`src/ctr_pkg.sv`:
```
package ctr_pkg;

   localparam int VAL_W      = 256;
   localparam int DIV_STEPS  = 4;                  // quotient bits per divider stage
   localparam int DIV_STAGES = VAL_W / DIV_STEPS;
   localparam int CSR_AW     = 6;
   localparam int CSR_DW     = 64;

   // register indexes, byte address is 8*index
   localparam logic [2:0] CSR_NO_RETARGET     = 3'd0;
   localparam logic [2:0] CSR_TARGET_TIMESPAN = 3'd1;
   localparam logic [2:0] CSR_POW_LIMIT_W0    = 3'd2;
   localparam logic [2:0] CSR_POW_LIMIT_W1    = 3'd3;
   localparam logic [2:0] CSR_POW_LIMIT_W2    = 3'd4;
   localparam logic [2:0] CSR_POW_LIMIT_W3    = 3'd5;

   localparam logic [31:0] TIMESPAN_RST  = 32'd1209600;
   localparam logic [63:0] LIMIT_LOW_RST = 64'hFFFF_FFFF_FFFF_FFFF;
   localparam logic [63:0] LIMIT_TOP_RST = 64'h0000_0000_FFFF_FFFF;

   // exponent never exceeds this after re-encoding a 256-bit value
   localparam logic [7:0] MAX_EXPONENT = 8'd33;

   typedef struct packed {
      logic        halve;
      logic [31:0] old_compact;
   } side_type;

endpackage

```
`src/ctr_back.sv`:
```
module ctr_back (
   input  logic                       clock,
   input  logic                       reset,
   input  logic                       adv,
   input  logic                       in_valid,
   input  logic [ctr_pkg::VAL_W-1:0]  quot,
   input  ctr_pkg::side_type          side_in,
   input  logic [ctr_pkg::VAL_W-1:0]  limit,
   input  logic                       no_retarget,
   output logic                       out_valid,
   output logic [31:0]                new_compact
);

   // b0: undo halving, b1: clamp to limit, b2: byte length, b3: pack
   logic                      v0_ff, v1_ff, v2_ff, v3_ff;
   logic [ctr_pkg::VAL_W-1:0] val0_ff, val1_ff, val2_ff;
   logic [31:0]               old0_ff, old1_ff, old2_ff;
   logic [5:0]                n2_ff, n2_in;
   logic [31:0]               res3_ff, res3_in;

   always_comb begin
      n2_in = '0;
      for (int i = 0; i < ctr_pkg::VAL_W / 8; i++) begin
         if (|val1_ff[8*i +: 8]) begin
            n2_in = 6'(i + 1);
         end
      end
   end

   always_comb begin
      logic [ctr_pkg::VAL_W+23:0] padded;
      logic [23:0]                c24;
      logic [7:0]                 e;
      padded = {val2_ff, 24'b0};
      c24    = padded[{n2_ff, 3'b000} +: 24];
      e      = {2'b00, n2_ff};
      if (c24[23]) begin
         c24 = {8'b0, c24[23:8]};
         e   = e + 8'd1;
      end
      res3_in = no_retarget ? old2_ff : {e, c24};
   end

   always_ff @(posedge clock) begin
      if (reset) begin
         v0_ff <= 1'b0;
         v1_ff <= 1'b0;
         v2_ff <= 1'b0;
         v3_ff <= 1'b0;
      end else if (adv) begin
         v0_ff <= in_valid;
         v1_ff <= v0_ff;
         v2_ff <= v1_ff;
         v3_ff <= v2_ff;
      end
   end

   always_ff @(posedge clock) begin
      if (adv) begin
         val0_ff <= side_in.halve ? {quot[ctr_pkg::VAL_W-2:0], 1'b0} : quot;
         old0_ff <= side_in.old_compact;
         val1_ff <= (val0_ff > limit) ? limit : val0_ff;
         old1_ff <= old0_ff;
         val2_ff <= val1_ff;
         n2_ff   <= n2_in;
         old2_ff <= old1_ff;
         res3_ff <= res3_in;
      end
   end

   assign out_valid   = v3_ff;
   assign new_compact = res3_ff;

endmodule

```
`config.mk`:
```
export PLATFORM = sky130hd
export DESIGN_NAME = ctr_back
export DESIGN_NICKNAME = d
export VERILOG_FILES = /design/src/ctr_pkg.sv /design/src/ctr_back.sv
export SDC_FILE = /design/constraint.sdc
export NUM_CORES = 2
export LEC_CHECK = 0
export BUFFER_PORTS_ARGS = -buffer_cell sky130_fd_sc_hd__buf_2
export CORE_MARGIN = 1.5
export CORE_UTILIZATION = 59
export CTS_CLUSTER_SIZE = 30
export DETAILED_ROUTE_END_ITERATION = 8
export PLACE_DENSITY = 0.81
export SLEW_MARGIN = 0
export SYNTH_ARGS = -nofsm -noshare
export SYNTH_HDL_FRONTEND = slang
export SYNTH_SLANG_ARGS = --single-unit
export TNS_END_PERCENT = 30
```
`constraint.sdc`:
```
create_clock -name clock -period 3.5 [get_ports clock]
set_input_delay 0.35 -clock clock [delete_from_list [all_inputs] [get_ports clock]]
set_output_delay 0.35 -clock clock [all_outputs]
set_load 0.03 [all_outputs]
```
**Word level (Yosys, flattened, before mapping)**

Index checks and enable logic that the tools add are counted.
Widths: inputs -> output; s select.

- Bits in registers: 906
- Input bits: 550

- Add/subtract/negate cells: 1
- $lt $le $gt $ge: 1
- Shift operators: 1
- Muxes and demuxes: 36
- Reductions and logical operators: 32

Operators by type and width:

| operator | number |
|---|---|
| $mux 256 | 2 |
| $shiftx 280x10->24 | 1 |
| $gt 256x256->1 | 1 |
| $reduce_or 8->1 | 32 |
| $mux 6 | 30 |
| $mux 32 | 1 |
| $mux 23 | 1 |
| $add 6x1->7 const B | 1 |
| $mux 7 | 1 |
| $mux 1 | 1 |

**Longest topological paths before layout**

- Depth after elaboration: 32
- Mapped depth: 13
- Gate-level depth less buffers: 11

**Worst setup path after synthesis**

OpenSTA, ideal clock, no wires.

- Path type: register to register
- From: register val0_ff[18] in the netlist's numbering
- To: register val1_ff[215] in the netlist's numbering, data pin
- Data arrival time: 2.948 ns
- Data required time: 3.240 ns
- Path slack: 0.291 ns
- Stages on the path, launching flop included: 13
- Path buffers: 2
- Clock period less this slack: 3.209 ns
- Cell sequence: edfxtp_1 -> ha_1 -> nand3_1 -> or4_1 -> or4_1 -> o311ai_1 -> a21oi_1 -> nor3_2 -> o31ai_2 -> o21ai_4 -> buf_6 -> buf_12 -> mux2_4

- Word-level cells in the longest chain between the ends: 2

RTL lines:

| item | line | RTL |
|---|---|---|
| start: declaration | ctr_back.sv:16 | `logic [ctr_pkg::VAL_W-1:0] val0_ff, val1_ff, val2_ff;` |
| start signal: assignment | ctr_back.sv:60 | `val0_ff <= side_in.halve ? {quot[ctr_pkg::VAL_W-2:0], 1'b0} : quot;` |
| $gt 256x256->1 | ctr_back.sv:62 | `val1_ff <= (val0_ff > limit) ? limit : val0_ff;` |
| $mux 256 | ctr_back.sv:62 |  |
| end signal: assignment | ctr_back.sv:62 |  |
| end: declaration | ctr_back.sv:16 |  |

Every way passes these cells.
A chain may end at the register's enable or synchronous reset.

**Worst setup path after layout**

- From: register val0_ff[15] in the netlist's numbering
- To: register val1_ff[85] in the netlist's numbering, data pin

The elaborated chain is that of the path after synthesis.

==> results by group <==
STA
  – Setup TNS: -81.21 ns
  – Fin. Hold Viols: 0
  – Min Hold Slack: 0.0188 ns
  – Final Setup Violations: 256
  – Max transition margin: 35.3%
  – Period minus WS final: ~3.9 ns
  – RSZ-0062 raised after global routing: true
  – Max Transition Viols Final: 0
  – Worst Tran Pin Value: around 0.97 ns
  – Clk_skew: 0.0357 ns
  – Max Fclk: between 200 and 300 MHz
  – Crit share post-route: 111%
  – Setup ws final: -0.384 ns

Critical path
  – Reg2reg start: val0_ff[15]
  – RR Endpoint: val1_ff[85]
  – Data required, critical path: 3.90 ns
  – WP data arrival: 4.28 ns
  – Crit path from: val0_ff[15]
  – Reg2reg path depth: 13
  – Critical path endpoint: val1_ff[85]
  – Critical path class: reg -> reg
  – Crit Path Max Fanout: 10
  – Startpoint type of the worst setup path: register
  – Register-to-register setup slack: -0.38 ns
  – CP Capture Type: register

Synth
  – Yosys top cell area share: a little under three fifths
  – Synthesis-stage register bit count: 906
  – Syn Inst Count: 3,250
  – Sequential area share after synthesis: 56.0%
  – EDFF count, synth: around 900
  – Prevailing post-synth register cell: edfxtp_1
  – Syn_nets: 4,057
  – Largest cells by area after synthesis: edfxtp_1 (56%), mux2_4 (7.4%), mux2_2 (6.7%)
  – FFs w/ async S/R, synth: 0%
  – Yosys warnings: 0
  – Yosys top cell by area: edfxtp_1
  – Post-Syn Area: between 40,000 and 50,000 sq um
  – Yosys cell types: 65
  – Synthesized area per cell: between 10 and 15 sq um

GRT
  – Antenna violations before repair: 11
  – Gr usage total: 34.4%
  – Met3 Track Usage GR: 6.87%
  – M2 GR Usage: 57.8%
  – Largest net degree at the start of global routing: 100
  – Overflow after GRT: 0
  – First-pass GRT wire length: approximately 210,000 um
  – Global routing's busiest layer: met2
  – Vias in the first global route: 35,500
  – Met1 Use GR: 42.9%

Flow run
  – Max-capacitance violation count: 0

Drt
  – Via density: 6.24
  – Drt first pass iters: 8
  – Initial drt markers: 3,305
  – Vias: 34,700
  – DR WL/cell: roughly 26 um
  – Routed Antenna Nets: 0
  – Total wire length: 147,000 um
  – Residual DRC count: 0

Floorplanning
  – Core area: 80,900 sq um
  – Total Die Area: 83,900 sq um
  – Die Ht: 290 um
  – Starting Density: 59.9%
  – Die Wd: 290 um
  – Row cnt: 104
  – IO Count: 583

Outcome
  – Status: complete, but fails checks
  – Failing checks: setup timing

Clock tree
  – Clk pin slew, worst setup/hold paths: approximately 0.06 ns
  – Root buffer cell: clkbuf_16
  – H-Tree Depth: 3
  – Worst-skew pair later-pin latency: 0.68 ns
  – CTS sink cnt: roughly 910
  – CTS Buffer Depth: 3
  – CTS tree: yes
  – CTS Buf Count: 95

Placed design
  – HPWL after detailed placement: between 100,000 and 150,000 um
  – Post-DP Area: 55,000 sq um
  – Buffers on Ports: 582
  – Final Wtd Congestion: roughly 0.99
  – Cells after DPL: 5,146

Hold path
  – Worst min path class: in -> reg

Pwr
  – P_leak: about 0.025 uW
  – Power Density: 489 nW/um^2
  – Total design power: 29,800 uW
  – Worst VDD drop: 0.400 mV

Cells and area
  – Final Non-Filler Cells: around 5,600
  – Fill count: 4,589
  – Design area: 60,900 sq um
  – Net count reported at finish: roughly 5,200
  – Layout cells sized above 1: between 40% and 50%
  – Synth-to-Final Area Change: 25.6%
[area by class of cell]
type	count	area, sq um	share of cell area [%]
sequential	906	27200	44.6
multi-input combinational	1932	19500	32.1
timing repair buffer	1201	8650	14.2
clock buffer	105	2440	4.00
tap	1060	1330	2.18
inverter	268	1010	1.66
clock inverter	70	743	1.22
antenna	10	25.0	0.0411
[cells by family after synthesis]
logic type      share of synthesized area (%)
xor+xnor                               0.0723
flops                                    56.0
buf+inv                                  4.26
simple gates                             5.06
compound gates                           5.44
mux                                      22.5
fa+ha+maj                                6.63
[layer usage]
layer,vias to the layer above,routed length [um]
li1,15000,-
met1,17000,53800
met2,2151,71900
met3,491,13800
met4,4,7380
met5,-,34
[through the flow]
step	worst slack [ns]	utilization [%]
floorplan	0.291	-
global placement	-0.882	67.9
detailed placement	-0.878	67.9
CTS	-0.230	74.9
global route	-0.493	75.2
finish	-0.384	75.2
[how the worst min path moves through the flow]
stage,start,endpoint,cells after the start
after detailed placement,old0_ff[18],old1_ff[18],0
after CTS,quot[183],val0_ff[183],2
after global routing,limit[176],val1_ff[176],2
final,quot[230],val0_ff[231],2
after floorplan,old0_ff[0],old1_ff[0],0
after global placement,old0_ff[29],old1_ff[29],0
[state kept, by name, summed over array words and instances (netlist names), 6 cells and up]
signal and cells:
val0_ff 256, val1_ff 256, val2_ff 256, new_compact 32, old0_ff 32, old1_ff 32
old2_ff 32, n2_ff 6
[synth_stat cells (5+ instances only)]
library cell and number:
nor2_1 107, buf_1 9, and3_1 5, or4_1 28
o21a_1 8, nand4_1 49, a311oi_1 7, o22ai_1 13
buf_2 15, edfxtp_1 902, mux2_4 240, nand2_1 143
o21ai_0 72, nand2b_1 5, buf_12 26, o21bai_1 7
a211oi_1 34, mux2i_1 103, a221oi_1 24, buf_4 12
mux4_2 134, a2bb2oi_1 5, ha_1 257, nor4_1 48
a31oi_1 5, nor2b_1 15, nand3_1 51, a21o_1 33
a21oi_1 137, and4_1 5, mux2_2 288, clkbuf_1 78
o31ai_1 13, and2_1 9, o211ai_1 11, a21boi_0 5
nor3_1 21, inv_1 268
[placed cells by master, fill, tap and decap left out, types with 106 or more instances in the layout]
| cell type | synthesis | layout |
|---|---|---|
| inv_1 | 268 | 267 |
| edfxtp_1 | 902 | 902 |
| buf_4 | 12 | 361 |
| mux2_4 | 240 | 256 |
| ha_1 | 257 | 252 |
| nor2_1 | 107 | 106 |
| dlygate4sd3_1 | 0 | 205 |
| mux2_2 | 288 | 272 |
| a21oi_1 | 137 | 135 |
| mux4_2 | 134 | 134 |
| buf_2 | 15 | 580 |
| nand2_1 | 143 | 143 |
[worst max-delay path: stages (launching register included)]
cell and delay (ns):
edfxtp_1 0.44, ha_4 0.31, nand4_1 0.18, or4_4 0.54
or4_4 0.45, o311ai_4 0.34, a21oi_4 0.12, nor3_2 0.18
o31ai_2 0.11, o21ai_4 0.11, buf_12 0.19, buf_12 0.15
clkbuf_16 0.18, mux2_4 0.30
[repair_timing]
item | 4_1_cts | 5_1_grt
pin swaps | 9 | 0
setup endpoints to repair | 257 | 271
hold buffers | 205 | 0
endpoints found under the hold margin | 177 | 0
setup buffers | 9 | 3
resized for setup | 57 | 27
gates cloned | 2 | 3
[where the power goes]
group          internal (uW)  switching (uW)
sequential             13200             817
clock                   6010            4360
combinational           2890            2460
total                  22100            7640
Power figures use the tool's default switching activity.
