--- src/ctr_pkg.sv ---
package ctr_pkg;

   localparam int VAL_W      = 256;
   localparam int DIV_STEPS  = 4;                  // quotient bits per divider stage
   localparam int DIV_STAGES = VAL_W / DIV_STEPS;
   localparam int CSR_AW     = 6;
   localparam int CSR_DW     = 64;

   // register indexes, byte address is 8*index
   localparam logic [2:0] CSR_NO_RETARGET     = 3'd0;
   localparam logic [2:0] CSR_TARGET_TIMESPAN = 3'd1;
   localparam logic [2:0] CSR_POW_LIMIT_W0    = 3'd2;
   localparam logic [2:0] CSR_POW_LIMIT_W1    = 3'd3;
   localparam logic [2:0] CSR_POW_LIMIT_W2    = 3'd4;
   localparam logic [2:0] CSR_POW_LIMIT_W3    = 3'd5;

   localparam logic [31:0] TIMESPAN_RST  = 32'd1209600;
   localparam logic [63:0] LIMIT_LOW_RST = 64'hFFFF_FFFF_FFFF_FFFF;
   localparam logic [63:0] LIMIT_TOP_RST = 64'h0000_0000_FFFF_FFFF;

   // exponent never exceeds this after re-encoding a 256-bit value
   localparam logic [7:0] MAX_EXPONENT = 8'd33;

   typedef struct packed {
      logic        halve;
      logic [31:0] old_compact;
   } side_type;

endpackage

--- src/ctr_div_stage.sv ---
module ctr_div_stage (
   input  logic                       clock,
   input  logic                       reset,
   input  logic                       adv,
   input  logic                       in_valid,
   input  logic [ctr_pkg::VAL_W-1:0]  x_in,
   input  logic [31:0]                rem_in,
   input  ctr_pkg::side_type          side_in,
   input  logic [31:0]                divisor,
   output logic                       out_valid,
   output logic [ctr_pkg::VAL_W-1:0]  x_out,
   output logic [31:0]                rem_out,
   output ctr_pkg::side_type          side_out
);

   // x shifts dividend bits out at the top and quotient bits in at the bottom
   logic                      valid_ff;
   logic [ctr_pkg::VAL_W-1:0] x_ff, x_in_c;
   logic [31:0]               rem_ff, rem_in_c;
   ctr_pkg::side_type         side_ff;

   always_comb begin
      logic [32:0] t;
      logic        q;
      x_in_c   = x_in;
      rem_in_c = rem_in;
      for (int k = 0; k < ctr_pkg::DIV_STEPS; k++) begin
         t = {rem_in_c, x_in_c[ctr_pkg::VAL_W-1]};
         if (t >= {1'b0, divisor}) begin
            rem_in_c = 32'(t - {1'b0, divisor});
            q        = 1'b1;
         end else begin
            rem_in_c = t[31:0];
            q        = 1'b0;
         end
         x_in_c = {x_in_c[ctr_pkg::VAL_W-2:0], q};
      end
   end

   always_ff @(posedge clock) begin
      if (reset) begin
         valid_ff <= 1'b0;
      end else if (adv) begin
         valid_ff <= in_valid;
      end
   end

   always_ff @(posedge clock) begin
      if (adv) begin
         x_ff    <= x_in_c;
         rem_ff  <= rem_in_c;
         side_ff <= side_in;
      end
   end

   assign out_valid = valid_ff;
   assign x_out     = x_ff;
   assign rem_out   = rem_ff;
   assign side_out  = side_ff;

endmodule

--- config.mk ---
export PLATFORM = sky130hd
export DESIGN_NAME = ctr_div_stage
export DESIGN_NICKNAME = d
export VERILOG_FILES = /design/src/ctr_pkg.sv /design/src/ctr_div_stage.sv
export SDC_FILE = /design/constraint.sdc
export NUM_CORES = 1
export LEC_CHECK = 0
export ABC_AREA = 0
export BUFFER_PORTS_ARGS = -buffer_cell sky130_fd_sc_hd__buf_2
export CAP_MARGIN = 40
export CORE_AREA = 2 2 264 266
export CTS_CLUSTER_DIAMETER = 30
export DETAILED_ROUTE_END_ITERATION = 12
export DIE_AREA = 0 0 266 268
export PLACE_DENSITY = 0.44
export SYNTH_ARGS = -nofsm -noshare
export SYNTH_HDL_FRONTEND = slang
export SYNTH_SLANG_ARGS = --single-unit
--- constraint.sdc ---
create_clock -name clock -period 15.45 [get_ports clock]
set_input_delay 2.3175 -clock clock [delete_from_list [all_inputs] [get_ports clock]]
set_output_delay 2.3175 -clock clock [all_outputs]
set_load 0.02 [all_outputs]
=== Yosys cells after proc, flatten, opt, wreduce, memory -nomap -nowiden ===
Cells that the tools add are included.

* Output and inout port bits: 322
* Register bits after elaboration: 322
* Bits of input ports: 357

* Add/subtract/negate cells: 4
* $lt $le $gt $ge: 4
* Mux-type cells: 8

{| class="wikitable"
|+ Operators with widths
! kind !! number
|-
| 33-bit by 32-bit greater-or-equal comparator with 1-bit output || 4
|-
| 32-bit 2-to-1 mux || 4
|-
| 32-bit subtractor || 4
|-
| 1-bit 2-to-1 mux || 4
|}

=== Longest topological paths before layout ===
* Word-level depth: 8
* Depth in mapped cells: 62
* Depth with buffers taken out: 52

=== Worst setup path after synthesis ===
No wires, ideal clock.

* Path type: input to register
* Start point: in divisor[14]
* End point: reg rem_ff[20], in the netlist rem_out[20] (data pin)
* Data required time: 15.190 ns
* Path slack: 1.612 ns
* Setup time: 0.260 ns
* Data arrival time: 13.578 ns
* Cell stages on the path: 57
* Cell sequence: inv_1 > ha_1 > buf_2 > inv_2 > o32ai_2 > nor3_1 > a2111oi_2 > nor3_1 > o31a_1 > buf_2 > inv_2 > buf_2 > buf_2 > buf_2 > mux2_2 > ha_1 > nand2_1 > or3_1 > [... 21 more ...] > buf_2 > mux2_2 > ha_1 > a21o_1 > a21o_1 > a221oi_1 > o21ai_0 > a21o_1 > o21ai_0 > a21oi_1 > o21a_1 > o21ai_0 > nand2_1 > nor4b_4 > inv_2 > buf_6 > buf_6 > mux2_4

* Longest elaborated chain between the ends: 8
* Elaborated cells between the ends (all ways): 12

{| class="wikitable"
|+ RTL lines
! what !! RTL line !! RTL
|-
| start: declaration || ctr_div_stage.sv:9 || <nowiki>input logic [31:0] divisor,</nowiki>
|-
| 32-bit subtractor or 33-bit by 32-bit greater-or-equal comparator with 1-bit output (tied branches) || ctr_div_stage.sv:30, ctr_div_stage.sv:29 ||
|-
| 32-bit 2-to-1 mux || ctr_div_stage.sv:29 || <nowiki>if (t >= {1'b0, divisor}) begin</nowiki>
|-
| 32-bit subtractor or 33-bit by 32-bit greater-or-equal comparator with 1-bit output (tied branches) || ctr_div_stage.sv:30, ctr_div_stage.sv:29 ||
|-
| 32-bit 2-to-1 mux || ctr_div_stage.sv:29 ||
|-
| 32-bit subtractor or 33-bit by 32-bit greater-or-equal comparator with 1-bit output (tied branches) || ctr_div_stage.sv:30, ctr_div_stage.sv:29 ||
|-
| 32-bit 2-to-1 mux || ctr_div_stage.sv:29 ||
|-
| 32-bit subtractor or 33-bit by 32-bit greater-or-equal comparator with 1-bit output (tied branches) || ctr_div_stage.sv:30, ctr_div_stage.sv:29 ||
|-
| 32-bit 2-to-1 mux * || ctr_div_stage.sv:29 ||
|-
| named net rem_in_c[20] || ctr_div_stage.sv:19 || <nowiki>logic [31:0] rem_ff, rem_in_c;</nowiki>
|-
| end signal: assignment || ctr_div_stage.sv:51 || <nowiki>rem_ff <= rem_in_c;</nowiki>
|-
| end: declaration || ctr_div_stage.sv:19 ||
|}

Mark *: on every way through the listed nets, which the timed path passes. The rest lies on a longest branch.
A chain may end at the register's enable or synchronous reset.

=== Worst setup path in the final report ===
* Start point: in divisor[14]
* End point: reg rem_ff[26], in the netlist rem_out[26] (data pin)

Same word-level chain as after synthesis.

==> qor.txt <==
Port Buffer Count = 678
Adder-cell share of the synthesized area = 0.0948
Clock-pin transition on the worst setup and hold timing paths = 0.05 ns
Endpoint of the worst hold-timing path = out_valid
Time the final worst path needs with I/O delays and setup = 14.06 ns
Final-layout worst hold slack = 0.512 ns
CTS Hold Bufs = 0
Min-delay worst type = reg -> reg
Setup repair after global routing missed its margin = false
Arrival time of data at the critical path endpoint = 14.36 ns
Initial antenna violation count = 46
Combinational family with the most area after synthesis = compound AO/OA/AOI/OAI gates
GRT Residual Overflow = 0
Count of flip-flops with a built-in enable after synthesis = 321
Part of the Yosys area used for sequential elements = 0.544
Max-slew violation count = 0
Pin count of the biggest net entering global routing = 119
Longest Clk Path Bufs = 3
FF-to-FF End = out_valid
Insertion delay to the later sink of the worst-skew pair = 0.61 ns
P&R area growth vs syn = 45.7%
Count of cells resized by post-cts repair = 0
Warning count from the yosys run = 0
CTS root buffer = clkbuf_16
Achievable frequency = 71.1 MHz
Period utilisation layout = 0.910
Share of total power in the clock network = 0.290
Mux contribution to synthesized area = 0.0624
Area share of xor/xnor cells in the synthesized design = 0.0528
Count of pins on the block boundary = 679
Unique cell type count in the Yosys netlist = 73
Switching Power = 2.27 mW
Post-route total power = 6.15 mW
Compound-cell area share of the yosys netlist = 0.139
Number of setup buffers added after CTS = 0
Setup slack of the most critical reg-to-reg path = 14.84 ns
Number of H-tree branching levels = 3
Worst voltage drop across the vdd grid = 0.144 mV
Biggest area contributors in the synthesized netlist = edfxtp_1, ha_1, mux2_2, xnor2_1, a21oi_1
Count of filler cells inserted in the layout = 6,810
Floorplan core area = 68,200 um^2
Clock tree from TritonCTS = built
Number of detailed-routing iterations run before antenna repair = 5
TritonCTS sink count = 322
GP Congestion = 0.942
Crit path max fanout = 36
Internal power component = 3.88 mW
P_leak = 11.5 nW
DRC violations left = 0
Slowest cell on the critical path = ha_1
Number of clock buffers inserted by TritonCTS = 87
Synth area leader = edfxtp_1
Final hold viol count = 0
Post-route ant nets = 0
Sequential fraction of design power = 0.200
R2r worst-path depth = 2
Category of the most critical setup path = in -> reg
Sw Ratio = 0.369
Total global-route track usage = 0.229
Final clock skew = 0 ns
Worst hold path depth = 2
Number of nets in the layout = 2,748
Slew Limit Headroom = 0.355
Net count of the mapped netlist = 1,917
Netlist Area Pre-Place = 17,700 um^2
Syn_area_per_cell = 12.4 um^2
Total Neg Setup Slack = 0 ns
Number of standard cells after synthesis = 1,428
Minimum setup slack in the final design = 1.39 ns
Setup slack at placement = 0.884 ns
Die width = 266 um
Top-area cell type share of the netlist area = 0.543
WL final = 85,800 um
Core Rows = 96
Vias in the first global route = 15,223
Critical path launch point type = input pin
Leading register cell type out of synthesis = edfxtp_1
Share of final-layout standard cells stronger than drive strength 1 = 0.438
Total vias in the final route = 15,821
Final HPWL DP = 71,400 um
Proportion of register bits with asynchronous set or reset after synthesis = 0
Flip-flop and latch count after synthesis = 322
Number of max-capacitance violations reported = 0
Worst-Margin Slew = 0.967 ns
Y dimension of the die = 268 um
Biggest cell delay along the critical path = 0.56 ns
Hold path start = out_valid
Power Dens Cells = 238 nW/um^2
Status = finished clean
Endpoints failing setup = 0
1st-iter DRT viols = 1,162
Launch instance of the worst register-to-register path = out_valid
Total die area = 71,300 um^2
Number of vias per cell after detailed routing = 4.91
Simple-gate portion of the synthesized area = 0.0807
Nature of the critical path endpoint = flip-flop
Crit path required time = 15.75 ns
Effective utilization at floorplan = 0.260
Routed WL per cell = 26.6 um
Comb pwr share = 0.510
Wire length of the first global-routing pass = 114,000 um
## power groups by stage
stage,Clock [mW],Combinational (mW),Sequential (mW)
finish,1.79,3.14,1.23
global route,1.87,3.42,1.24
CTS,1.82,3.15,1.23
detailed placement,0,3.12,1.24
global placement,0,3.13,1.25
floorplan,0,1.90,1.36
## cell families (layout without fill, tap and decap cells)
logic type / after synthesis / after routing
buffers and inverters: 108 / 1012
AND/OR/NAND/NOR: 290 / 290
AO/OA/AOI/OAI: 372 / 372
multiplexers: 97 / 97
XOR/XNOR: 107 / 107
adder cells (fa/ha/maj): 132 / 132
other: 0 / 11
flip-flops: 322 / 322
## worst max-delay path, delay by kind of cell
family                   cells  cell delay (ns)
AO/OA/AOI/OAI               25             6.23
multiplexers                 3             1.03
buffers and inverters       10             1.44
AND/OR/NAND/NOR             10             1.76
adder cells (fa/ha/maj)      4             1.52
## worst max-delay path by stage
| stage | endpoint | slack, ns | from |
|---|---|---|---|
| after floorplan | rem_out[20] | 1.61 | divisor[14] |
| after global placement | rem_out[21] | 0.95 | divisor[14] |
| after detailed placement | rem_out[23] | 0.88 | divisor[14] |
| after CTS | rem_out[26] | 1.46 | divisor[14] |
| after global routing | rem_out[26] | 0.63 | divisor[14] |
| final | rem_out[26] | 1.39 | divisor[14] |
## per-layer routing
layer	share of wire	global-route usage
met4	0.019	0.0577
met2	0.44	0.345
met5	0.0017	0
met3	0.11	0.0962
met1	0.43	0.303
## final cells by class
cell class | instances | area (um^2) | area share
Antenna cell | 11 | 27.5 | 0.00106
Clock buffer | 101 | 2230 | 0.0862
Clock inverter | 61 | 711 | 0.0275
Inverter | 75 | 282 | 0.0109
Multi-Input combinational cell | 998 | 7630 | 0.295
Sequential cell | 322 | 9660 | 0.374
Tap cell | 882 | 1100 | 0.0427
Timing Repair Buffer | 775 | 4210 | 0.163
## placed cells by master (no fill, tap or decap), types with 6 or more instances in the layout
master      count
buf_2         677
edfxtp_1      321
ha_1          128
a21oi_1       121
buf_4          91
clkbuf_16      87
nor2_1         86
xnor2_1        75
mux2_2         73
inv_1          72
nand2_1        64
a21o_1         59
o21ai_0        47
xor2_1         32
nand3_1        23
nand4_1        19
o21bai_1       17
clkinvlp_4     17
and3_1         16
nand2b_1       16
nor3_1         15
o21a_1         15
mux2i_1        15
a31oi_1        14
clkbuf_1       14
nor2b_1        13
clkinv_2       12
diode_2        11
a211oi_1       10
o31a_1         10
bufinv_16      10
o31ai_1         9
mux2_4          9
nor4_1          7
or3_1           7
a211o_1         7
o211ai_1        7
or2_2           7
clkinv_1        7
clkinv_4        6
## flip-flops by register name (all words and copies together), names as in the netlist
| signal | cells |
|---|---|
| rem_out | 32 |
| out_valid | 1 |
| side_out | 33 |
| x_out | 256 |
## cell usage after synthesis (all sizes together) (5+ instances only)
cell and number:
nand3 24, and4 5, a21o 59, o21bai 17, o31ai 9, o31a 10
a31oi 14, a21boi 5, nand2 64, nor2b 13, or2 7, nor2 86
o21ai 49, o211ai 8, xnor2 75, ha 128, edfxtp 321, clkbuf 11
or3 7, buf 22, mux2 82, xor2 32, and3 16, nor4 7
mux2i 15, nand4 19, inv 75, a211o 7, nand2b 16, o21a 15
a211oi 10, nor3 15, and2 5, a41oi 5, a21oi 121
## per-stage QoR
step | instances | utilization | area, um^2
after floorplan | 1428 | - | 17700
after global placement | 3050 | 0.335 | 22800
after detailed placement | 3052 | 0.336 | 22900
after CTS | 3214 | 0.379 | 25800
after global routing | 3216 | 0.379 | 25800
final | 3225 | 0.379 | 25900
(Power assumes the default switching activity.)
