===== src/ctr_pkg.sv =====
package ctr_pkg;

   localparam int VAL_W      = 256;
   localparam int DIV_STEPS  = 4;                  // quotient bits per divider stage
   localparam int DIV_STAGES = VAL_W / DIV_STEPS;
   localparam int CSR_AW     = 6;
   localparam int CSR_DW     = 64;

   // register indexes, byte address is 8*index
   localparam logic [2:0] CSR_NO_RETARGET     = 3'd0;
   localparam logic [2:0] CSR_TARGET_TIMESPAN = 3'd1;
   localparam logic [2:0] CSR_POW_LIMIT_W0    = 3'd2;
   localparam logic [2:0] CSR_POW_LIMIT_W1    = 3'd3;
   localparam logic [2:0] CSR_POW_LIMIT_W2    = 3'd4;
   localparam logic [2:0] CSR_POW_LIMIT_W3    = 3'd5;

   localparam logic [31:0] TIMESPAN_RST  = 32'd1209600;
   localparam logic [63:0] LIMIT_LOW_RST = 64'hFFFF_FFFF_FFFF_FFFF;
   localparam logic [63:0] LIMIT_TOP_RST = 64'h0000_0000_FFFF_FFFF;

   // exponent never exceeds this after re-encoding a 256-bit value
   localparam logic [7:0] MAX_EXPONENT = 8'd33;

   typedef struct packed {
      logic        halve;
      logic [31:0] old_compact;
   } side_type;

endpackage


===== src/ctr_front.sv =====
module ctr_front (
   input  logic                       clock,
   input  logic                       reset,
   input  logic                       adv,
   input  logic                       in_valid,
   input  logic [31:0]                old_compact,
   input  logic [31:0]                last_time,
   input  logic [31:0]                first_time,
   input  logic [31:0]                timespan,
   input  logic [ctr_pkg::VAL_W-1:0]  limit,
   output logic                       out_valid,
   output logic [ctr_pkg::VAL_W-1:0]  out_val,
   output ctr_pkg::side_type          out_side
);

   // limit smeared down from its top bit; tracks config every cycle
   logic [ctr_pkg::VAL_W-1:0] smear_ff, smear_in;

   // stage 0: clamp span, expand compact word into (mantissa, shift)
   logic        v0_ff;
   logic [33:0] span0_ff, span0_in;
   logic [22:0] m0_ff, m0_in;
   logic [7:0]  s0_ff, s0_in;
   logic [31:0] old0_ff;
   // stage 1: full-width value for the halve test
   logic        v1_ff;
   logic [ctr_pkg::VAL_W-1:0] val1_ff;
   logic [33:0] span1_ff;
   logic [22:0] m1_ff;
   logic [7:0]  s1_ff;
   logic [31:0] old1_ff;
   // stage 2: halve applied
   logic        v2_ff;
   logic [33:0] span2_ff;
   logic [22:0] m2_ff, m2_in;
   logic [7:0]  s2_ff, s2_in;
   ctr_pkg::side_type side2_ff, side2_in;
   // stage 3: product
   logic        v3_ff;
   logic [56:0] prod3_ff;
   logic [7:0]  s3_ff;
   ctr_pkg::side_type side3_ff;
   // stage 4: product placed at its shift
   logic        v4_ff;
   logic [ctr_pkg::VAL_W-1:0] val4_ff;
   ctr_pkg::side_type side4_ff;

   always_comb begin
      smear_in = limit;
      for (int k = 0; k < 8; k++) begin
         smear_in = smear_in | (smear_in >> (1 << k));
      end
   end

   always_comb begin
      logic [32:0] diff;
      logic [34:0] span_s, lo_s, hi_s;
      logic [7:0]  size, sfull;
      logic [22:0] word;
      diff   = {1'b0, last_time} - {1'b0, first_time};
      span_s = {{2{diff[32]}}, diff};
      lo_s   = {5'b0, timespan[31:2]};
      hi_s   = {1'b0, timespan, 2'b00};
      if ($signed(span_s) < $signed(lo_s)) begin
         span0_in = lo_s[33:0];
      end else if ($signed(span_s) > $signed(hi_s)) begin
         span0_in = hi_s[33:0];
      end else begin
         span0_in = span_s[33:0];
      end

      size  = old_compact[31:24];
      word  = old_compact[22:0];
      sfull = size - 8'd3;
      m0_in = '0;
      s0_in = '0;
      case (size)
         8'd0: m0_in = '0;
         8'd1: m0_in = word >> 16;
         8'd2: m0_in = word >> 8;
         8'd3: m0_in = word;
         default: begin
            if (sfull < 8'd32) begin
               s0_in = {sfull[4:0], 3'b000};
               // drop mantissa bits that land past bit 255
               for (int b = 0; b < 23; b++) begin
                  m0_in[b] = word[b] & ((9'(b) + {1'b0, s0_in}) < 9'd256);
               end
            end
         end
      endcase
   end

   always_comb begin
      logic halve;
      halve = (|smear_ff) && (|(val1_ff & ~(smear_ff >> 1)));
      m2_in = m1_ff;
      s2_in = s1_ff;
      if (halve) begin
         if (s1_ff != 8'd0) begin
            s2_in = s1_ff - 8'd1;
         end else begin
            m2_in = m1_ff >> 1;
         end
      end
      side2_in.halve       = halve;
      side2_in.old_compact = old1_ff;
   end

   always_ff @(posedge clock) begin
      smear_ff <= smear_in;
      if (reset) begin
         v0_ff <= 1'b0;
         v1_ff <= 1'b0;
         v2_ff <= 1'b0;
         v3_ff <= 1'b0;
         v4_ff <= 1'b0;
      end else if (adv) begin
         v0_ff <= in_valid;
         v1_ff <= v0_ff;
         v2_ff <= v1_ff;
         v3_ff <= v2_ff;
         v4_ff <= v3_ff;
      end
   end

   always_ff @(posedge clock) begin
      if (adv) begin
         span0_ff  <= span0_in;
         m0_ff     <= m0_in;
         s0_ff     <= s0_in;
         old0_ff   <= old_compact;
         val1_ff   <= ctr_pkg::VAL_W'(m0_ff) << s0_ff;
         span1_ff  <= span0_ff;
         m1_ff     <= m0_ff;
         s1_ff     <= s0_ff;
         old1_ff   <= old0_ff;
         span2_ff  <= span1_ff;
         m2_ff     <= m2_in;
         s2_ff     <= s2_in;
         side2_ff  <= side2_in;
         prod3_ff  <= 57'(m2_ff) * 57'(span2_ff);
         s3_ff     <= s2_ff;
         side3_ff  <= side2_ff;
         val4_ff   <= ctr_pkg::VAL_W'(prod3_ff) << s3_ff;
         side4_ff  <= side3_ff;
      end
   end

   assign out_valid = v4_ff;
   assign out_val   = val4_ff;
   assign out_side  = side4_ff;

endmodule


===== config.mk =====
export PLATFORM = sky130hd
export DESIGN_NAME = ctr_front
export DESIGN_NICKNAME = d
export VERILOG_FILES = /design/src/ctr_pkg.sv /design/src/ctr_front.sv
export SDC_FILE = /design/constraint.sdc
export NUM_CORES = 2
export LEC_CHECK = 0
export BUFFER_PORTS_ARGS = -buffer_cell sky130_fd_sc_hd__buf_4
export CAP_MARGIN = 10
export CORE_MARGIN = 1
export CORE_UTILIZATION = 48
export CTS_CLUSTER_SIZE = 10
export DETAILED_ROUTE_END_ITERATION = 7
export PLACE_DENSITY = 0.73
export SETUP_SLACK_MARGIN = 0.15
export SLEW_MARGIN = 20
export SYNTH_ARGS = -nofsm -noshare
export SYNTH_HDL_FRONTEND = slang
export SYNTH_SLANG_ARGS = --single-unit

===== constraint.sdc =====
create_clock -name clock -period 9.25 [get_ports clock]
set_input_delay 0.4625 -clock clock [delete_from_list [all_inputs] [get_ports clock]]
set_output_delay 0.4625 -clock clock [all_outputs]
set_load 0.1 [all_outputs]

# [Word level (Yosys, flattened, before mapping)]
# Index checks and enable logic that the tools add are counted.
# Widths: inputs -> output; s select.
[classes] add_sub_neg=25 mul=1 magnitude_cmp=26 eq_ne=3 shift=2 n_mux=8 n_bitwise=34 n_reduce_logical=7
[op_table] op="$reduce_or 256->1" count=2
[op_table] op="$and 256x256->256" count=1
[op_table] op="$not 255->256" count=1
[op_table] op="$or 256x128->256" count=1
[op_table] op="$or 256x192->256" count=1
[op_table] op="$or 256x224->256" count=1
[op_table] op="$or 256x240->256" count=1
[op_table] op="$or 256x248->256" count=1
[op_table] op="$or 256x252->256" count=1
[op_table] op="$or 256x254->256" count=1
[op_table] op="$or 256x255->256" count=1
[op_table] op="$shl 23x8->256" count=1
[op_table] op="$shl 57x8->256" count=1
[op_table] op="$lt 9x9->1 const B" count=22
[op_table] op="$pmux 23 s4" count=1
[op_table] op="$add 4x8->9 const A" count=8
[op_table] op="$mux 23" count=3
[op_table] op="$add 5x8->9 const A" count=7
[op_table] op="$mul 23x34->57" count=1
[op_table] op="$add 3x8->9 const A" count=4
[op_table] op="$gt 33x35->1" count=1
[op_table] op="$mux 34" count=1
[op_table] op="$lt 33x31->1" count=1
[op_table] op="$sub 32x32->33" count=1
[op_table] op="other kinds (17)" count=42
[totals] reg_bits=1196 elab_cells=135

# [Longest topological paths before layout]
[logic_depth] depth_word=8 ltp_mapped=29

# [Worst setup path before layout]
# OpenSTA, ideal clock, no wires.
[synth_timing] path_type="register to register" from="register m2_ff[2]" to="register prod3_ff[50], data pin" t_arrival_ns=6.984 required_ns=8.987 path_slack_ns=2.003 path_stages_with_launch=26 period_less_slack_ns=7.247 path_cell_list="edfxtp_1 > clkbuf_1 > nand2_1 > fa_1 > fa_1 > fa_1 > fa_1 > inv_1 > fa_1 > fa_1 > inv_1 > fa_1 > inv_1 > ha_1 > clkbuf_1 > and4_1 > nand4_1 > or2_2 > o22ai_1 > o21ai_0 > nor4_1 > o221ai_1 > o21ai_0 > nor2b_1 > a311oi_1 > xnor2_1"
[synth_between] elab_chain_cells=1
[synth_rtl] element="start, declared" line_no="ctr_front.sv:35" text="logic [22:0] m2_ff, m2_in;"
[synth_rtl] element="start signal, assigned" line_no="ctr_front.sv:139" text="m2_ff <= m2_in;"
[synth_rtl] element="$mul 23x34->57" line_no="ctr_front.sv:142" text="prod3_ff <= 57'(m2_ff) * 57'(span2_ff);"
[synth_rtl] element="end signal, assigned" line_no="ctr_front.sv:142"
[synth_rtl] element="end, declared" line_no="ctr_front.sv:40" text="logic [56:0] prod3_ff;"
# No other way between the ends.
# A chain may end at the register's enable or synchronous reset.

# [Worst setup path after layout]
[layout_timing] from="register span2_ff[11]" to="register prod3_ff[50], data pin"
[layout_between] elab_chain_cells=1
[layout_rtl] element="start, declared" line_no="ctr_front.sv:34" text="logic [33:0] span2_ff;"
[layout_rtl] element="start signal, assigned" line_no="ctr_front.sv:138" text="span2_ff <= span1_ff;"
[layout_rtl] element="$mul 23x34->57" line_no="ctr_front.sv:142"
# No other way between the ends.

==> flow_summary_export.csv <==
group,metric,value,unit
critical_path,worst_ep_arrival_time,8.83,ns
route,ant_nets,0,
critical_path,cp_max_fo,23,
logic_synthesis,netlist_instances,6836,
critical_path,timing.rr.end,"prod3_ff[50]",
place,finalWeightedCongestion,1.014,
route,wl_met3,23870,um
floorplanning,core_area,152800,um^2
floorplanning,start_util,0.4861,
place,dp_hpwl,190000,um
clock_tree,worst_skew_pair.late_latency,0.81,ns
clock_tree,h-tree-depth,4,
final_layout,final_common_cell,"inv_1",
sta,tightest_slew,1.240,ns
clock_tree,clk_pin_slew,0.05,ns
route,wl_met1,93900,um
sta,achievable-frequency,0.1198,GHz
flow_run,cap_viol_max_count,0,
clock_tree,post-cts-setup-buffers,0,
clock_tree,cts_hold_buf,340,
floorplanning,io_pins,678,
logic_synthesis,synth_ff_type,"edfxtp_1",
route,routed_via_density,5.721,
sta,fin_worst_skew,0.07813,ns
logic_synthesis,postSynthAreaPerCell,10.87,um^2
critical_path,crit_path_start_kind,"register",
worst_hold_path,worstHoldPathCells,4,
floorplanning,die_width,395.4,um
route,routed-wl-met2,115400,um
route,vias,56669,
critical_path,crit_required,9.73,ns
critical_path,critPathKind,"reg2reg",
sta,min_period,8.345,ns
grt,grt_pass1_vias,56059,
route,highest_layer,"met5",
place,port_buffers,677,
logic_synthesis,synth.net_count,8176,
floorplanning,rows,143,
final_layout,layout_common_cells,"inv_1 (1054), edfxtp_1 (925), buf_4 (752)",
sta,rsz0062_at_grt,"false",
run_status,status,"complete, no violations",
logic_synthesis,ys_async_sr_fraction,0,
logic_synthesis,ys_warn_count,0,
critical_path,r2r_cells,23,
route,drt_iter0_drc,5972,
logic_synthesis,synth-edff-count,925,
logic_synthesis,synth.cell_area,74270,um^2
clock_tree,cts_tree,"done",
clock_tree,numCtsBuffers,144,
critical_path,cp-startpoint,"span2_ff[11]",
critical_path,cp-end-kind,"register",
floorplanning,die_h,395.4,um
critical_path,r2r_slack,0.90,ns
logic_synthesis,ys_seq_area_frac,0.4443,
grt,track_usage,0.3126,
sta,slew_viol_final,0,
final_layout,stdcell_area,89270,um^2
route,routed_wl,247200,um
floorplanning,die_area,156300,um^2
sta,setup_viol,0,
clock_tree,clockRootBuffer,"clkbuf_16",
grt,grt_max_degree,177,
grt,grt_pass1_wl,362000,um
route,wl_per_cell,24.96,um
final_layout,nFillCells,12355,
clock_tree,clock_sinks,1186,
sta,tns,0,ns
grt,grt-ovfl-total,0,
worst_hold_path,hold_path.class,"in2reg",
place,placed_cell_area,81520,um^2
clock_tree,cts_resized,0,
critical_path,reg2reg_from,"span2_ff[11]",
critical_path,endpoint,"prod3_ff[50]",
clock_tree,clock_path_buffers,3,
sta,slew_headroom,0.1657,
route,dr.pass1.iters,8,
final_layout,area_growth,20.19,%
final_layout,drive_gt1_frac,0.1399,
grt,antenna_found_initial,10,
logic_synthesis,ys_ff_latch,1186,
sta,final_hold_viol_count,0,
sta,post-route-period-util,0.9022,
final_layout,final_nets,9140,
logic_synthesis,synth_cell_types,80,
route,remaining_drc_errors,0,
## routing by layer
layer | vias to the layer above | track usage
met2 | 3535 | 0.5053
met1 | 27830 | 0.4022
li1 | 24648 | -
met4 | 6 | 0.1561
met5 | - | 0
met3 | 650 | 0.06022
## flip-flops by register name, summed over array words and instances (netlist names), 34 cells and up
name	count
val1_ff	256
span0_ff	34
out_val	256
smear_ff	256
prod3_ff	57
span1_ff	34
span2_ff	34
## how the worst min path moves through the flow
stage | startpoint | to | slack, ns
2_1_floorplan | old0_ff[0] | old1_ff[0] | 0.40
3_3_place_gp | old1_ff[20] | side2_ff[20] | 0.40
3_5_place_dp | old0_ff[31] | old1_ff[31] | 0.40
4_1_cts | limit[145] | smear_ff[144] | 0.004
5_1_grt | limit[224] | smear_ff[220] | 0.05
6_report | limit[32] | smear_ff[32] | 0.04
## cell usage after synthesis, types with 28 or more instances
cell | number | area, um^2
or2_2 | 70 | 437.9
o22ai_1 | 157 | 982.2
a21oi_1 | 189 | 945.9
dfxtp_1 | 261 | 5225
mux2_2 | 66 | 743.2
edfxtp_1 | 925 | 27780
or4_1 | 28 | 210.2
a22oi_1 | 35 | 262.8
ha_1 | 282 | 3528
nor2b_1 | 69 | 431.7
or3_1 | 75 | 469.2
nor4_1 | 121 | 757.0
nand2b_1 | 48 | 300.3
nand4_1 | 52 | 325.3
a221oi_1 | 34 | 297.8
xnor2_1 | 54 | 473.0
and2_1 | 439 | 2746
nor2_1 | 551 | 2068
a21o_1 | 64 | 480.5
nand3_1 | 60 | 300.3
o21ai_0 | 132 | 660.6
inv_1 | 1054 | 3956
clkbuf_1 | 259 | 972.2
mux2i_1 | 131 | 1311
nand2_1 | 649 | 2436
fa_1 | 670 | 13410
nor3_1 | 53 | 265.3
## cell families (layout without fill, tap and decap cells)
family                   count (synthesis)  count (layout)  synth area share
buffers and inverters                 1340            2372           0.06785
AND/OR/NAND/NOR                       2308            2308            0.1549
other                                    0               7                 0
adder cells (fa/ha/maj)                952             952            0.2281
flip-flops                            1186            1186            0.4443
AO/OA/AOI/OAI                          768             768           0.06605
multiplexers                           203             203           0.02948
XOR/XNOR                                79              79          0.009316
## worst max-delay path: stages, from the launching register on
cell and delay [ns]:
edfxtp_1 1.00, nand2_1 0.20, fa_1 0.55, fa_1 0.55
inv_1 0.06, fa_1 0.49, fa_1 0.57, fa_1 0.46
fa_1 0.50, inv_1 0.05, fa_1 0.48, inv_1 0.04
ha_1 0.36, and4_1 0.27, nand4_1 0.14, or2_2 0.31
o22ai_1 0.17, o21ai_0 0.22, nor4_1 0.46, o221ai_1 0.33
o21ai_0 0.33, nor2b_1 0.24, a311oi_1 0.13, xnor2_1 0.14
## stage by stage
stage	hold WS (ns)	instances	worst slack, ns	utilization
2_1_floorplan	0.4003	6836	2.003	-
3_3_place_gp	0.4004	9341	1.182	0.5335
3_5_place_dp	0.4045	9341	1.024	0.5335
4_1_cts	0.003982	9895	0.9497	0.5838
5_1_grt	0.04642	9901	0.5271	0.5842
6_report	0.04010	9905	0.9045	0.5843
## layout make-up
type | count | area [um^2] | share of cell area
clock buffers | 183 | 3791 | 0.04247
repair buffers | 1100 | 9189 | 0.1029
inverters | 1058 | 3971 | 0.04448
diodes | 7 | 17.52 | 0.0001962
flip-flops and latches | 1186 | 33000 | 0.3697
clock inverters | 31 | 494.2 | 0.005536
well taps | 2030 | 2540 | 0.02845
multi-input cells | 4310 | 36270 | 0.4063
Power is left out: the tool's default activity adds up to more than one toggle a clock period on the data nets, which glitch-free logic cannot reach.
